==> config.mk <==
export PLATFORM = sky130hd
export DESIGN_NAME = paired_device_table_single_active_unit
export DESIGN_NICKNAME = d
export VERILOG_FILES = /design/src/rtl/pdt_pkg.sv /design/src/rtl/pdt_ram.sv /design/src/rtl/paired_device_table_single_active_unit.sv
export SDC_FILE = /design/constraint.sdc
export NUM_CORES = 1
export LEC_CHECK = 0
export BUFFER_PORTS_ARGS = -buffer_cell sky130_fd_sc_hd__buf_2
export CAP_MARGIN = 15
export CORE_MARGIN = 2
export CORE_UTILIZATION = 57
export DETAILED_ROUTE_END_ITERATION = 12
export GPL_ROUTABILITY_DRIVEN = 0
export GPL_TIMING_DRIVEN = 0
export PLACE_DENSITY = 0.79
export REMOVE_ABC_BUFFERS = 1
export SYNTH_ARGS = -nofsm -noshare
export SYNTH_HDL_FRONTEND = slang
export SYNTH_SLANG_ARGS = --single-unit
export TNS_END_PERCENT = 20
==> constraint.sdc <==
create_clock -name aclk -period 7.9 [get_ports aclk]
set_clock_uncertainty 0.1 [all_clocks]
set_input_delay 1.185 -clock aclk [delete_from_list [all_inputs] [get_ports aclk]]
set_output_delay 1.185 -clock aclk [all_outputs]
set_load 0.005 [all_outputs]
==> src/rtl/pdt_pkg.sv <==
// Shared widths, codes and the table entry layout for the paired device table.
package pdt_pkg;

    localparam int ACT_W    = 3;
    localparam int TYPE_W   = 8;
    localparam int ADDR_W   = 48;
    localparam int IDX_W    = 4;
    localparam int STATUS_W = 3;
    localparam int CNT_W    = 4;
    localparam int APB_AW   = 3;
    localparam int APB_DW   = 32;

    localparam logic [ACT_W-1:0] ACT_SAVE   = 3'd0;
    localparam logic [ACT_W-1:0] ACT_QUERY  = 3'd1;
    localparam logic [ACT_W-1:0] ACT_LOOKUP = 3'd2;
    localparam logic [ACT_W-1:0] ACT_SELECT = 3'd3;
    localparam logic [ACT_W-1:0] ACT_REMOVE = 3'd4;

    localparam logic [STATUS_W-1:0] STS_OK        = 3'd0;
    localparam logic [STATUS_W-1:0] STS_INVALID   = 3'd1;
    localparam logic [STATUS_W-1:0] STS_FULL      = 3'd2;
    localparam logic [STATUS_W-1:0] STS_BAD_INDEX = 3'd3;
    localparam logic [STATUS_W-1:0] STS_NOT_FOUND = 3'd4;

    // register select is address bit 2
    localparam logic REG_TYPE_A = 1'b0;
    localparam logic REG_TYPE_B = 1'b1;

    typedef struct packed {
        logic [TYPE_W-1:0] dev_type;
        logic [ADDR_W-1:0] dev_addr;
    } entry_t;

endpackage

==> src/rtl/pdt_ram.sv <==
// Generic single-write, single-read RAM with registered read data.
module pdt_ram #(
    parameter int WIDTH = 8,
    parameter int DEPTH = 8
) (
    input  logic                                    aclk,
    input  logic                                    wr_en,
    input  logic [((DEPTH > 1) ? $clog2(DEPTH) : 1)-1:0] wr_addr,
    input  logic [WIDTH-1:0]                        wr_data,
    input  logic                                    rd_en,
    input  logic [((DEPTH > 1) ? $clog2(DEPTH) : 1)-1:0] rd_addr,
    output logic [WIDTH-1:0]                        rd_data
);

    logic [WIDTH-1:0] mem [DEPTH];
    logic [WIDTH-1:0] rd_data_reg;

    always_ff @(posedge aclk) begin
        if (wr_en) begin
            mem[wr_addr] <= wr_data;
        end
        if (rd_en) begin
            rd_data_reg <= mem[rd_addr];
        end
    end

    assign rd_data = rd_data_reg;

endmodule

==> src/rtl/paired_device_table_single_active_unit.sv <==
// Saved device table with one active entry: sequencer around a single entry RAM.
//
//  Channel   Direction  Handshake              Payload
//  s_        in         s_valid / s_ready      action, device_type, device_addr, entry_index
//  m_        out        m_valid / m_ready      status, found_addr, switch_camera,
//                                              new_camera_type, entry_count
//  APB       in/out     psel, penable, pready  paddr, pwdata, prdata (type_code_a, type_code_b)
//
//  One request at a time; every table read goes through the one registered RAM read port.
//  Query, lookup and select read and check the table entry, or finish at once without a read.
//  A save reads and compares each valid entry, then appends; a duplicate ends the scan, and a
//  rejected one finishes at once. A remove shifts down each entry after the index and reads the
//  new head when it drops the active entry and others remain; a bad index finishes at once.
//  A new request is taken while the previous result still waits on m_; a stalled m_ side
//  holds the finished result and the sequencer in its last step.
//  Reset (aresetn low, synchronous) empties the table, clears the active mark and camera type.
module paired_device_table_single_active_unit #(
    parameter int TABLE_DEPTH = 8
) (
    input  logic                             aclk,
    input  logic                             aresetn,

    input  logic                             s_valid,
    output logic                             s_ready,
    input  logic [pdt_pkg::ACT_W-1:0]        s_action,
    input  logic [pdt_pkg::TYPE_W-1:0]       s_device_type,
    input  logic [pdt_pkg::ADDR_W-1:0]       s_device_addr,
    input  logic [pdt_pkg::IDX_W-1:0]        s_entry_index,

    output logic                             m_valid,
    input  logic                             m_ready,
    output logic [pdt_pkg::STATUS_W-1:0]     m_status,
    output logic [pdt_pkg::ADDR_W-1:0]       m_found_addr,
    output logic                             m_switch_camera,
    output logic [pdt_pkg::TYPE_W-1:0]       m_new_camera_type,
    output logic [pdt_pkg::CNT_W-1:0]        m_entry_count,

    input  logic                             psel,
    input  logic                             penable,
    input  logic                             pwrite,
    input  logic [pdt_pkg::APB_AW-1:0]       paddr,
    input  logic [pdt_pkg::APB_DW-1:0]       pwdata,
    output logic [pdt_pkg::APB_DW-1:0]       prdata,
    output logic                             pready
);

    import pdt_pkg::*;

    localparam int              IdxW     = (TABLE_DEPTH > 1) ? $clog2(TABLE_DEPTH) : 1;
    localparam logic [CNT_W-1:0] DepthCnt = CNT_W'(TABLE_DEPTH);

    typedef enum logic [2:0] {
        S_IDLE,
        S_SAVE_RD,
        S_SAVE_CMP,
        S_CHECK,
        S_SHIFT_RD,
        S_SHIFT_WR,
        S_FINISH
    } state_t;

    state_t                state_reg;
    logic [CNT_W-1:0]      count_reg;
    logic [TYPE_W-1:0]     cam_reg;
    logic                  active_valid_reg;
    logic [IdxW-1:0]       active_idx_reg;
    logic                  was_active_reg;
    logic [CNT_W-1:0]      ptr_reg;
    logic [TYPE_W-1:0]     type_a_reg;
    logic [TYPE_W-1:0]     type_b_reg;

    logic [ACT_W-1:0]      req_act_reg;
    logic [TYPE_W-1:0]     req_type_reg;
    logic [ADDR_W-1:0]     req_addr_reg;
    logic [IDX_W-1:0]      req_idx_reg;
    logic [STATUS_W-1:0]   status_reg;
    logic [ADDR_W-1:0]     found_reg;
    logic                  sw_reg;

    logic                  m_valid_reg;
    logic [STATUS_W-1:0]   m_status_reg;
    logic [ADDR_W-1:0]     m_found_reg;
    logic                  m_sw_reg;
    logic [TYPE_W-1:0]     m_cam_reg;
    logic [CNT_W-1:0]      m_count_reg;

    logic                  rd_en;
    logic [IdxW-1:0]       rd_addr;
    logic                  wr_en;
    logic [IdxW-1:0]       wr_addr;
    entry_t                wr_data;
    entry_t                rd_data;
    logic [CNT_W-1:0]      ptr_plus1;
    logic                  cfg_wr;
    logic                  out_free;
    logic                  s_type_ok;
    logic                  s_idx_active;

    pdt_ram #(
        .WIDTH ($bits(entry_t)),
        .DEPTH (TABLE_DEPTH)
    ) u_entry_ram (
        .aclk    (aclk),
        .wr_en   (wr_en),
        .wr_addr (wr_addr),
        .wr_data (wr_data),
        .rd_en   (rd_en),
        .rd_addr (rd_addr),
        .rd_data (rd_data)
    );

    assign ptr_plus1    = ptr_reg + CNT_W'(1);
    assign cfg_wr       = psel && penable && pwrite && pready;
    assign out_free     = !m_valid_reg || m_ready;
    assign s_type_ok    = (s_device_type == type_a_reg) || (s_device_type == type_b_reg);
    assign s_idx_active = active_valid_reg && (CNT_W'(active_idx_reg) == s_entry_index);
    assign s_ready      = (state_reg == S_IDLE);
    assign pready       = 1'b1;

    always_comb begin
        case (paddr[2])
            REG_TYPE_A: prdata = APB_DW'(type_a_reg);
            REG_TYPE_B: prdata = APB_DW'(type_b_reg);
            default:    prdata = '0;
        endcase
    end

    // RAM port control
    always_comb begin
        rd_en   = 1'b0;
        rd_addr = '0;
        wr_en   = 1'b0;
        wr_addr = '0;
        wr_data = rd_data;
        case (state_reg)
            S_IDLE: begin
                if (s_valid) begin
                    rd_en = 1'b1;
                    if (s_action == ACT_SELECT) begin
                        rd_addr = s_entry_index[IdxW-1:0];
                    end else begin
                        rd_addr = active_idx_reg;
                    end
                end
            end
            S_SAVE_RD: begin
                if (ptr_reg < count_reg) begin
                    rd_en   = 1'b1;
                    rd_addr = ptr_reg[IdxW-1:0];
                end else if (count_reg < DepthCnt) begin
                    wr_en            = 1'b1;
                    wr_addr          = count_reg[IdxW-1:0];
                    wr_data.dev_type = req_type_reg;
                    wr_data.dev_addr = req_addr_reg;
                end
            end
            S_SHIFT_RD: begin
                if (ptr_plus1 < count_reg) begin
                    rd_en   = 1'b1;
                    rd_addr = ptr_plus1[IdxW-1:0];
                end else if (was_active_reg && (count_reg != CNT_W'(1))) begin
                    // new head becomes active
                    rd_en   = 1'b1;
                    rd_addr = '0;
                end
            end
            S_SHIFT_WR: begin
                wr_en   = 1'b1;
                wr_addr = ptr_reg[IdxW-1:0];
                wr_data = rd_data;
            end
            default: begin
                rd_en = 1'b0;
            end
        endcase
    end

    always_ff @(posedge aclk) begin
        if (!aresetn) begin
            state_reg        <= S_IDLE;
            count_reg        <= '0;
            cam_reg          <= '0;
            active_valid_reg <= 1'b0;
            active_idx_reg   <= '0;
            was_active_reg   <= 1'b0;
            ptr_reg          <= '0;
            type_a_reg       <= TYPE_W'(0);
            type_b_reg       <= TYPE_W'(1);
            m_valid_reg      <= 1'b0;
        end else begin
            // a finishing request refills the output slot itself
            if (m_valid_reg && m_ready && (state_reg != S_FINISH)) begin
                m_valid_reg <= 1'b0;
            end

            if (cfg_wr) begin
                case (paddr[2])
                    REG_TYPE_A: type_a_reg <= pwdata[TYPE_W-1:0];
                    REG_TYPE_B: type_b_reg <= pwdata[TYPE_W-1:0];
                    default:    type_a_reg <= type_a_reg;
                endcase
            end

            case (state_reg)
                S_IDLE: begin
                    if (s_valid) begin
                        req_act_reg  <= s_action;
                        req_type_reg <= s_device_type;
                        req_addr_reg <= s_device_addr;
                        req_idx_reg  <= s_entry_index;
                        found_reg    <= '0;
                        sw_reg       <= 1'b0;
                        case (s_action)
                            ACT_SAVE: begin
                                if ((s_device_addr == '0) || !s_type_ok) begin
                                    status_reg <= STS_INVALID;
                                    state_reg  <= S_FINISH;
                                end else begin
                                    status_reg <= STS_OK;
                                    ptr_reg    <= '0;
                                    state_reg  <= S_SAVE_RD;
                                end
                            end
                            ACT_QUERY, ACT_LOOKUP: begin
                                if (!active_valid_reg) begin
                                    status_reg <= STS_NOT_FOUND;
                                    state_reg  <= S_FINISH;
                                end else begin
                                    status_reg <= STS_OK;
                                    state_reg  <= S_CHECK;
                                end
                            end
                            ACT_SELECT: begin
                                if (s_entry_index >= count_reg) begin
                                    status_reg <= STS_BAD_INDEX;
                                    state_reg  <= S_FINISH;
                                end else if (!s_idx_active) begin
                                    status_reg <= STS_OK;
                                    state_reg  <= S_CHECK;
                                end else begin
                                    status_reg <= STS_OK;
                                    state_reg  <= S_FINISH;
                                end
                            end
                            ACT_REMOVE: begin
                                if (s_entry_index >= count_reg) begin
                                    status_reg <= STS_BAD_INDEX;
                                    state_reg  <= S_FINISH;
                                end else begin
                                    status_reg     <= STS_OK;
                                    was_active_reg <= s_idx_active;
                                    ptr_reg        <= s_entry_index;
                                    state_reg      <= S_SHIFT_RD;
                                end
                            end
                            default: begin
                                status_reg <= STS_INVALID;
                                state_reg  <= S_FINISH;
                            end
                        endcase
                    end
                end

                S_SAVE_RD: begin
                    if (ptr_reg < count_reg) begin
                        state_reg <= S_SAVE_CMP;
                    end else begin
                        if (count_reg < DepthCnt) begin
                            count_reg <= count_reg + CNT_W'(1);
                        end else begin
                            status_reg <= STS_FULL;
                        end
                        state_reg <= S_FINISH;
                    end
                end

                S_SAVE_CMP: begin
                    // duplicate: succeed without change
                    if ((rd_data.dev_type == req_type_reg) &&
                        (rd_data.dev_addr == req_addr_reg)) begin
                        state_reg <= S_FINISH;
                    end else begin
                        ptr_reg   <= ptr_plus1;
                        state_reg <= S_SAVE_RD;
                    end
                end

                S_CHECK: begin
                    state_reg <= S_FINISH;
                    case (req_act_reg)
                        ACT_QUERY: begin
                            if ((rd_data.dev_type == req_type_reg) &&
                                (rd_data.dev_addr == req_addr_reg)) begin
                                status_reg <= STS_OK;
                            end else begin
                                status_reg <= STS_NOT_FOUND;
                            end
                        end
                        ACT_LOOKUP: begin
                            if (rd_data.dev_type == req_type_reg) begin
                                found_reg <= rd_data.dev_addr;
                            end else begin
                                status_reg <= STS_NOT_FOUND;
                            end
                        end
                        ACT_SELECT: begin
                            active_valid_reg <= 1'b1;
                            active_idx_reg   <= req_idx_reg[IdxW-1:0];
                            cam_reg          <= rd_data.dev_type;
                            sw_reg           <= 1'b1;
                        end
                        ACT_REMOVE: begin
                            active_valid_reg <= 1'b1;
                            active_idx_reg   <= '0;
                            if (rd_data.dev_type != cam_reg) begin
                                cam_reg <= rd_data.dev_type;
                                sw_reg  <= 1'b1;
                            end
                        end
                        default: begin
                            status_reg <= STS_INVALID;
                        end
                    endcase
                end

                S_SHIFT_RD: begin
                    if (ptr_plus1 < count_reg) begin
                        state_reg <= S_SHIFT_WR;
                    end else begin
                        count_reg <= count_reg - CNT_W'(1);
                        if (was_active_reg) begin
                            active_valid_reg <= 1'b0;
                            if (count_reg != CNT_W'(1)) begin
                                state_reg <= S_CHECK;
                            end else begin
                                state_reg <= S_FINISH;
                            end
                        end else begin
                            state_reg <= S_FINISH;
                            if (active_valid_reg &&
                                (CNT_W'(active_idx_reg) > req_idx_reg)) begin
                                // active mark moves down with its entry
                                active_idx_reg <= active_idx_reg - IdxW'(1);
                            end
                        end
                    end
                end

                S_SHIFT_WR: begin
                    ptr_reg   <= ptr_plus1;
                    state_reg <= S_SHIFT_RD;
                end

                S_FINISH: begin
                    if (out_free) begin
                        m_valid_reg  <= 1'b1;
                        m_status_reg <= status_reg;
                        m_found_reg  <= found_reg;
                        m_sw_reg     <= sw_reg;
                        m_cam_reg    <= cam_reg;
                        m_count_reg  <= count_reg;
                        state_reg    <= S_IDLE;
                    end
                end

                default: begin
                    state_reg <= S_IDLE;
                end
            endcase
        end
    end

    assign m_valid           = m_valid_reg;
    assign m_status          = m_status_reg;
    assign m_found_addr      = m_found_reg;
    assign m_switch_camera   = m_sw_reg;
    assign m_new_camera_type = m_cam_reg;
    assign m_entry_count     = m_count_reg;

    a_active_in_table: assert property (@(posedge aclk) disable iff (!aresetn)
        active_valid_reg |-> (CNT_W'(active_idx_reg) < count_reg))
        else $error("active mark points past the valid entries");

    a_count_bound: assert property (@(posedge aclk) disable iff (!aresetn)
        count_reg <= DepthCnt)
        else $error("entry count exceeds table depth");

    a_write_in_range: assert property (@(posedge aclk) disable iff (!aresetn)
        wr_en |-> (CNT_W'(wr_addr) <= count_reg) &&
                  (count_reg < DepthCnt || state_reg == S_SHIFT_WR))
        else $error("RAM write outside the filled part of the table");

    a_accept_leaves_idle: assert property (@(posedge aclk) disable iff (!aresetn)
        (s_valid && s_ready) |=> (state_reg != S_IDLE))
        else $error("request accepted but sequencer stayed idle");

    a_finish_emits: assert property (@(posedge aclk) disable iff (!aresetn)
        (state_reg == S_FINISH && out_free) |=> m_valid_reg)
        else $error("finished request produced no result");

endmodule
; After elaboration in Yosys (flattened, before gate mapping)
; Memory sizes are Yosys's and may differ from the RTL's. A register that Yosys moved wholly into a read port is not among the register bits.
; Index checks and enable logic that the tools add are counted.
[totals]
in_bits = 105
word_cells = 195
register_bits = 220
out_inout_bits = 99
ramBits = 448
n_memories = 1
[mem_list]
columns = memory, words, width, read_ports, rd_ports_with_merged_regs, wr, line
row1 = u_entry_ram.mem, 8, 56, 1, 1, 1, pdt_ram.sv:15  ; logic [WIDTH-1:0] mem [DEPTH];
[classes]
n_eq_ne = 43
bitwise = 2
add_sub_neg = 4
muxes = 79
n_reduce_logical = 39
magnitude_cmp = 5
[ops]
columns = op, n
row1 = 56-bit 2-to-1 mux, 3
row2 = 48-bit 2-to-1 mux, 3
row3 = 48-bit one-hot mux with 2 select lines, 1
row4 = 3-bit 2-to-1 mux, 26
row5 = 32-bit one-hot mux with 2 select lines, 1
row6 = 48-bit == test, 1
row7 = 48-bit zero test, 1
row8 = 3-bit one-hot mux with 3 select lines, 4
row9 = 4-bit 2-to-1 mux, 7
row10 = 2-bit != test (second input constant), 14
row11 = 8-bit == test, 3
row12 = 3-bit one-hot mux with 7 select lines, 1
row13 = 3-bit by 2-bit == test with 1-bit output (second input constant), 6
row14 = 3-bit one-hot mux with 2 select lines, 3
row15 = 1-bit 2-to-1 mux, 17
row16 = 4-bit one-hot mux with 2 select lines, 2
row17 = 8-bit one-hot mux with 2 select lines, 1
row18 = 3-bit == test (second input constant), 5
row19 = 3-bit != test (second input constant), 5
row20 = 5-bit AND reduction, 3
row21 = 3-bit one-hot mux with 4 select lines, 1
row22 = 4-bit one-hot mux with 3 select lines, 1
row23 = 4-bit AND reduction, 3
row24 = 3-bit by 1-bit == test with 1-bit output (second input constant), 3
row25 = 29 further kinds, 57

; Depth between registers and ports, before layout
; Gate-level depths: netlist (run 1).
[logic_depth]
depth_word = 8
mapped_depth = 13
mapped_depth_nobuf = 10

; By module
; A second synthesis (run 1) with hierarchy kept.
[unflattened]
cells_unflattened = 1541
hier_area_um2 = 29060.4
[by_module_without_submodules]
columns = module, n_inst, area_each_um2, cells_per_inst, seq_area_each_um2
row1 = pdt_ram, 1, 18535.3, 716, 15134.5
row2 = paired_device_table_single_active_unit, 1, 10525.1, 825, 6195.9

; Least setup slack after synthesis (run 1)
; Ideal clock, no wire load.
[synth_timing]
kind = input to register
from = input aresetn
to = register m_count_reg[0] (netlist: m_entry_count[0]) (enable)
setup_time_ns = 0.494
path_stages = 4
arrival_time_ns = 4.814
setup_slack_ns = 2.492
n_path_buf = 1
required_ns = 7.306
cell_sequence = clkbuf_1 -> clkinv_1 -> or2_2 -> nor2b_1
[synth_via]
elab_chain_len = 1
[synth_lines]
columns = element, line
row1 = from (decl), paired_device_table_single_active_unit.sv:21  ; input logic aresetn,
row2 = 3-bit AND reduction (no source line), n/a
row3 = to (signal assigned), paired_device_table_single_active_unit.sv:361  ; m_count_reg <= count_reg;
row4 = to (decl), paired_device_table_single_active_unit.sv:85  ; logic [CNT_W-1:0] m_count_reg;
; No other way between the ends.
; A chain may end at the register's enable or synchronous reset.

; Worst setup path after layout (run 1)
[layout_timing]
from = register count_reg[1]
to = memory u_entry_ram.mem[2][45] in the netlist's numbering (enable)
[layout_via]
elab_chain_len = 6
elab_cells_between_ends = 10
cone_classes = order compare: 2 / mux: 8
[layout_lines]
columns = element, line
row1 = from (decl), paired_device_table_single_active_unit.sv:63  ; logic [CNT_W-1:0] count_reg;
row2 = from (signal assigned), paired_device_table_single_active_unit.sv:269  ; count_reg <= count_reg + CNT_W'(1);
row3 = from (signal assigned), paired_device_table_single_active_unit.sv:330  ; count_reg <= count_reg - CNT_W'(1);
row4 = 4-bit less-than comparator, paired_device_table_single_active_unit.sv:150  ; end else if (count_reg < DepthCnt) begin
row5 = 1-bit 2-to-1 mux, paired_device_table_single_active_unit.sv:150
row6 = 1-bit 2-to-1 mux, paired_device_table_single_active_unit.sv:147  ; if (ptr_reg < count_reg) begin
row7 = 1-bit one-hot mux with 2 select lines, paired_device_table_single_active_unit.sv:135  ; case (state_reg)
row8 = 1-bit 2-to-1 mux, pdt_ram.sv:19  ; if (wr_en) begin
row9 = 1-bit 2-to-1 mux (implied by the code), pdt_ram.sv:20  ; mem[wr_addr] <= wr_data;
row10 = to (decl), pdt_ram.sv:15
; Parallel ways exist; a longest one is shown, timed or not.

==> impl_metrics.py, run 1 <==
metrics = {
    "outcome": {
        "status": "finished clean",
    },
    "sta": {
        "post-route-period-util_pct": 61.7,
        "slew_headroom_pct": 19.7,
        "fin_ws_ns": 3.03,
        "hold_viol_final": 0,
        "setup_violations": 0,
        "drv_slew": 0,
        "tightest_slew_ns": 1.19,
        "rsz0062_at_grt": "false",
        "fmax_mhz": 205,
        "holdWs_ns": 0.314,
        "fin_crit_ns": 4.87,
    },
    "detailed_routing": {
        "maxUsedRoutingLayer": "met4",
        "num_vias": 16700,
        "dr_wl_met3_um": 5110,
        "postRouteAntennaNets": 0,
        "wl_um": 67800,
        "wl_met2_um": 33900,
        "firstDrtPassIters": 6,
        "drt-met1-wl_um": 26500,
        "drc_errors": 0,
        "wl_per_cell_um": 25.0,
        "drt_iter0_markers": 1687,
        "via_per_inst": 6.15,
    },
    "min_path": {
        "hold_path_depth": 0,
        "hold_class": "flop to flop",
        "hold_path_end": "m_found_addr[44]",
        "hp-start": "found_reg[44]",
    },
    "clocking": {
        "cts_root_buffer": "clkbuf_16",
        "cts_resized": 0,
        "clkLatencyLatePin_ns": 0.61,
        "clk_pin_slew_ns": 0.06,
        "cts_buffer_depth": 3,
        "cts.hold.buffers_added": 0,
        "post-cts-setup-buffers": 0,
        "cts_sinks": 724,
        "cts_buffers": 71,
        "h-tree-depth": 3,
        "cts_tree": "built",
    },
    "finish": {
        "drive_gt1_share_pct": 28.9,
        "final_cell_mix": "edfxtp_1, mux2_2, buf_2",
        "area_growth_pct": 15.3,
        "final_common_cell": "edfxtp_1",
        "seq_area_mm2": 0.0213,
        "final_util_pct": 66.6,
        "nFillCells": 3293,
        "multiInputGateArea_mm2": 0.00788,
        "antenna_cells": 0,
        "largest_register_ffs": 448,
        "nets": 2095,
    },
    "power_and_ir_drop": {
        "peakVddDrop_mv": 0.243,
        "power_frac_clock_pct": 28.8,
        "p_per_area_mw_per_mm2": 344,
        "p_int_mw": 8.31,
        "switching_share_pct": 29.5,
        "p_comb_share_pct": 24.4,
        "p_sw_mw": 3.48,
        "leakage_nw": 12.0,
        "p_seq_share_pct": 46.8,
    },
    "logic_synthesis": {
        "syn_area_mm2": 0.0298,
        "synth-warning-count": 0,
        "synth_enable_flop_cells": 683,
        "avgSynthCellArea_um2": 16.7,
        "ys_ff_latch": 724,
        "synth.lib_cells_used.distinct": 64,
        "async_flop_share_pct": 0,
        "ys.flop_type": "edfxtp_1",
        "ys_seq_area_share_pct": 71.7,
        "postSynthCellCount": 1779,
    },
    "floorplan": {
        "die_h_um": 233,
        "core_mm2": 0.0515,
        "rows": 83,
        "initial_utilization_pct": 57.8,
        "io_pins": 204,
        "fp.dieArea_mm2": 0.0541,
        "die-width_um": 233,
    },
    "critical_path": {
        "r2r-end": "u_entry_ram.mem[2][45]",
        "crit_path_start_kind": "flop",
        "end_kind": "flop",
        "cp.arrival_ns": 5.07,
        "regToRegStartpoint": "count_reg[1]",
        "reg2reg_slack_ns": 3.03,
        "ff2ff_path_depth": 10,
        "cp.required_ns": 8.10,
        "critPathKind": "flop to flop",
        "path_max_fanout": 22,
    },
    "global_route": {
        "grt_pass1_wl_um": 100000,
        "antenna_found_initial": 0,
        "grt_max_degree": 64,
        "grt-ovfl-total": 0,
        "grt_pass1_vias": 16700,
        "grt_usage_pct": 25.0,
    },
    "placement": {
        "io_buffers": 152,
        "place_ws_ns": 2.82,
        "dp_hpwl_um": 42400,
    },
    "flow_run": {
        "cap_violations": 0,
    },
}
## power by group through the flow
stage / Sequential [mW] / Combinational [mW] / Clock [mW]
global placement: 5.63 / 2.64 / 0
CTS: 5.51 / 2.84 / 3.43
global route: 5.55 / 3.06 / 3.59
detailed placement: 5.58 / 2.82 / 0
floorplan: 5.47 / 1.94 / 0
finish: 5.52 / 2.88 / 3.40
## cells by family (layout without fill, tap and decap cells)
kind of cell | Yosys count | in the layout | synth area share (%)
mux | 300 | 300 | 11.8
fa+ha+maj | 18 | 18 | 0.757
other cells | 2 | 25 | 0.0252
flops | 724 | 724 | 71.7
compound gates | 213 | 213 | 5.35
simple gates | 306 | 306 | 5.14
buf+inv | 126 | 352 | 2.61
xor+xnor | 90 | 90 | 2.65
## metrics by stage
step / area, µm² / cells / setup TNS, ns / power [mW]
after CTS: 34300 / 2705 / 0 / 11.8
final: 34300 / 2708 / 0 / 11.8
after detailed placement: 31900 / 2576 / 0 / 8.40
after global routing: 34300 / 2708 / 0 / 12.2
after global placement: 30800 / 2528 / -2925.63 / 8.27
after floorplan: 29200 / 1696 / -74.92 / 7.41
## worst max-delay path, stage by stage, from the launching register on
cell       delay (ns)
dfxtp_1          0.46
inv_1            0.21
ha_1             0.37
a2111oi_4        0.44
nor3_4           0.21
buf_16           0.21
a22oi_1          0.76
o21ai_0          0.38
buf_2            0.28
nor2_4           0.80
buf_12           0.29
## how the worst max path moves through the flow
stage	from	to	slack, ns
finish	count_reg[1]	u_entry_ram.mem[2][45]	3.03
global route	count_reg[2]	u_entry_ram.mem[2][18]	2.73
global placement	state_reg[1]	u_entry_ram.mem[6][45]	-6.08
detailed placement	count_reg[1]	u_entry_ram.mem[2][45]	2.82
CTS	count_reg[1]	u_entry_ram.mem[2][15]	2.78
floorplan	s_action[2]	u_entry_ram.rd_data[10]	-1.34
## routing by layer
| metal | track usage [%] | vias up |
|---|---|---|
| met4 | 10.6 | 0 |
| met1 | 32.7 | 8413 |
| met5 | 0 | - |
| met2 | 42.5 | 838 |
| met3 | 3.32 | 161 |
| li1 | - | 7243 |
## synthesized netlist by cell type, types with 24 or more instances
cell type | n | share of area (%)
mux2_4 | 41 | 2.1
mux2_1 | 67 | 2.5
edfxtp_1 | 683 | 69
dfxtp_1 | 41 | 2.8
clkbuf_1 | 29 | 0.37
xnor2_1 | 31 | 0.91
buf_4 | 25 | 0.63
buf_2 | 25 | 0.42
xor2_1 | 59 | 1.7
mux2_2 | 180 | 6.8
buf_6 | 24 | 0.91
nand2_1 | 57 | 0.72
a21oi_1 | 33 | 0.55
and3_1 | 48 | 1.0
nor4_1 | 27 | 0.57
o22ai_1 | 86 | 1.8
nor2_1 | 96 | 1.2
o22ai_2 | 30 | 1.3
## layout make-up
class / count / area share [%]
Sequential cell: 724 / 62.2
Multi-Input combinational cell: 952 / 23.0
Clock buffer: 86 / 5.43
Timing Repair Buffer: 203 / 5.34
Tap cell: 680 / 2.48
Clock inverter: 43 / 1.40
Inverter: 20 / 0.219
Power figures use the tool's default switching activity.
==> inputs of run 2 (changes only) <==
Clock period 7.9 ns to 5 ns, I/O delays scaled along.
==> impl_metrics.py, run 2 (same netlist as run 1, synthesis figures left out) <==
metrics = {
    "outcome": {
        "status": "finished clean",
    },
    "sta": {
        "drv_slew": 0,
        "setup_violations": 0,
        "fmax_mhz": 218,
        "fin_crit_ns": 4.59,
        "tightest_slew_ns": 1.23,
        "hold_viol_final": 0,
        "finalSetupTns_ns": 0,
        "slew_headroom_pct": 17.3,
        "fin_ws_ns": 0.410,
        "rsz0062_at_grt": "false",
        "post-route-period-util_pct": 91.8,
    },
    "finish": {
        "final_common_cell": "edfxtp_1",
        "antenna_cells": 0,
        "area_growth_pct": 15.3,
        "drive_gt1_share_pct": 29.0,
        "nets": 2096,
        "largest_register_ffs": 448,
        "final_cell_mix": "edfxtp_1, mux2_2, buf_2",
    },
    "floorplan": {
        "die_h_um": 233,
        "fp.dieArea_mm2": 0.0541,
        "io_pins": 204,
        "rows": 83,
        "core_mm2": 0.0515,
        "die-width_um": 233,
        "initial_utilization_pct": 57.8,
    },
    "power_and_ir_drop": {
        "peakVddDrop_mv": 0.378,
        "p_per_area_mw_per_mm2": 543,
        "p_comb_share_pct": 24.4,
        "total_power_mw": 18.6,
        "p_seq_share_pct": 46.8,
        "p_sw_mw": 5.51,
        "switching_share_pct": 29.5,
        "leakage_nw": 12.0,
        "p_int_mw": 13.1,
        "power_frac_clock_pct": 28.8,
    },
    "detailed_routing": {
        "firstDrtPassIters": 8,
        "drc_errors": 0,
        "wl_per_cell_um": 25.2,
        "wl_um": 68400,
        "postRouteAntennaNets": 0,
        "num_vias": 16700,
        "via_per_inst": 6.15,
        "drt_iter0_markers": 1671,
    },
    "placement": {
        "io_buffers": 152,
        "dp_hpwl_um": 42400,
        "place_ws_ns": -0.0764,
    },
    "critical_path": {
        "path_max_fanout": 16,
        "reg2reg_slack_ns": 0.41,
        "critPathKind": "flop to flop",
        "cp.arrival_ns": 4.85,
        "cp.required_ns": 5.26,
        "ff2ff_path_depth": 15,
        "crit_path_start_kind": "flop",
        "end_kind": "flop",
    },
    "clocking": {
        "cts_root_buffer": "clkbuf_16",
        "cts_buffer_depth": 3,
        "cts_buffers": 71,
        "clkLatencyLatePin_ns": 0.62,
        "cts_tree": "built",
        "cts_sinks": 724,
        "h-tree-depth": 3,
        "clk_pin_slew_ns": 0.06,
        "post-cts-setup-buffers": 0,
    },
    "global_route": {
        "grt_pass1_wl_um": 100000,
        "antenna_found_initial": 0,
        "grt_max_degree": 64,
        "grt-ovfl-total": 0,
        "grt_pass1_vias": 16800,
        "grt_usage_pct": 25.2,
    },
    "min_path": {
        "hold_path_depth": 1,
        "hold_class": "input port to flop",
    },
    "flow_run": {
        "cap_violations": 0,
    },
}
==> run 2: final cells by class <==
type                       count  area [µm²]
clock buffer                  86        1860
clock inverter                43         479
fill                        3292       17200
inverter                      20        75.1
multi-input combinational    954        7900
sequential                   724       21300
tap                          680         851
timing repair buffer         202        1830
==> run 2: worst paths after layout <==
kind	endpoint	start
max reg2reg	u_entry_ram.rd_data[6]	ptr_reg[0]
min reg2reg	m_found_addr[44]	found_reg[44]
max	u_entry_ram.rd_data[6]	ptr_reg[0]
min	req_addr_reg[39]	s_device_addr[39]
==> run 2: metal layers <==
layer	part of all wire (%)	GRT usage, %	vias to the layer above
met5	0	0	-
met3	7.3	3.48	154
met1	39	32.8	8496
li1	-	-	7246
met2	50	42.5	776
met4	3.4	10.9	0
==> run 2: per-stage QoR <==
step,utilization (%),cells,hold WS (ns),area [µm²]
floorplan,-,1696,0.300,29200
global route,66.7,2709,0.222,34300
finish,66.7,2709,0.227,34300
detailed placement,62.0,2576,0.305,31900
CTS,66.5,2706,0.206,34300
global placement,59.7,2528,0.303,30800
==> run 2: power by group through the flow <==
stage | registers, mW | clock network, mW | logic (mW)
floorplan | 8.65 | 0 | 3.06
global placement | 8.89 | 0 | 4.17
detailed placement | 8.82 | 0 | 4.45
CTS | 8.71 | 5.42 | 4.49
global route | 8.78 | 5.67 | 4.84
finish | 8.72 | 5.37 | 4.54
==> run 2: repair_timing <==
action	4_1_cts	5_1_grt
resized for setup	1	1
pin swaps	1	1
cloned	1	1
hold endpoints to repair	0	0
setup endpoints to repair	52	91
hold buffers	0	0
==> run 2: worst max-delay path, cell delays in order, from the launching register on <==
cell	delay, ns
dfxtp_1	0.59
ha_1	0.36
xor2_1	0.10
ha_1	0.29
o21a_1	0.12
o22a_1	0.29
nor3_1	0.12
a221oi_4	0.84
buf_16	0.25
buf_16	0.17
buf_8	0.16
buf_8	0.17
buf_8	0.18
mux2_2	0.34
o22ai_1	0.14
nor2_1	0.08
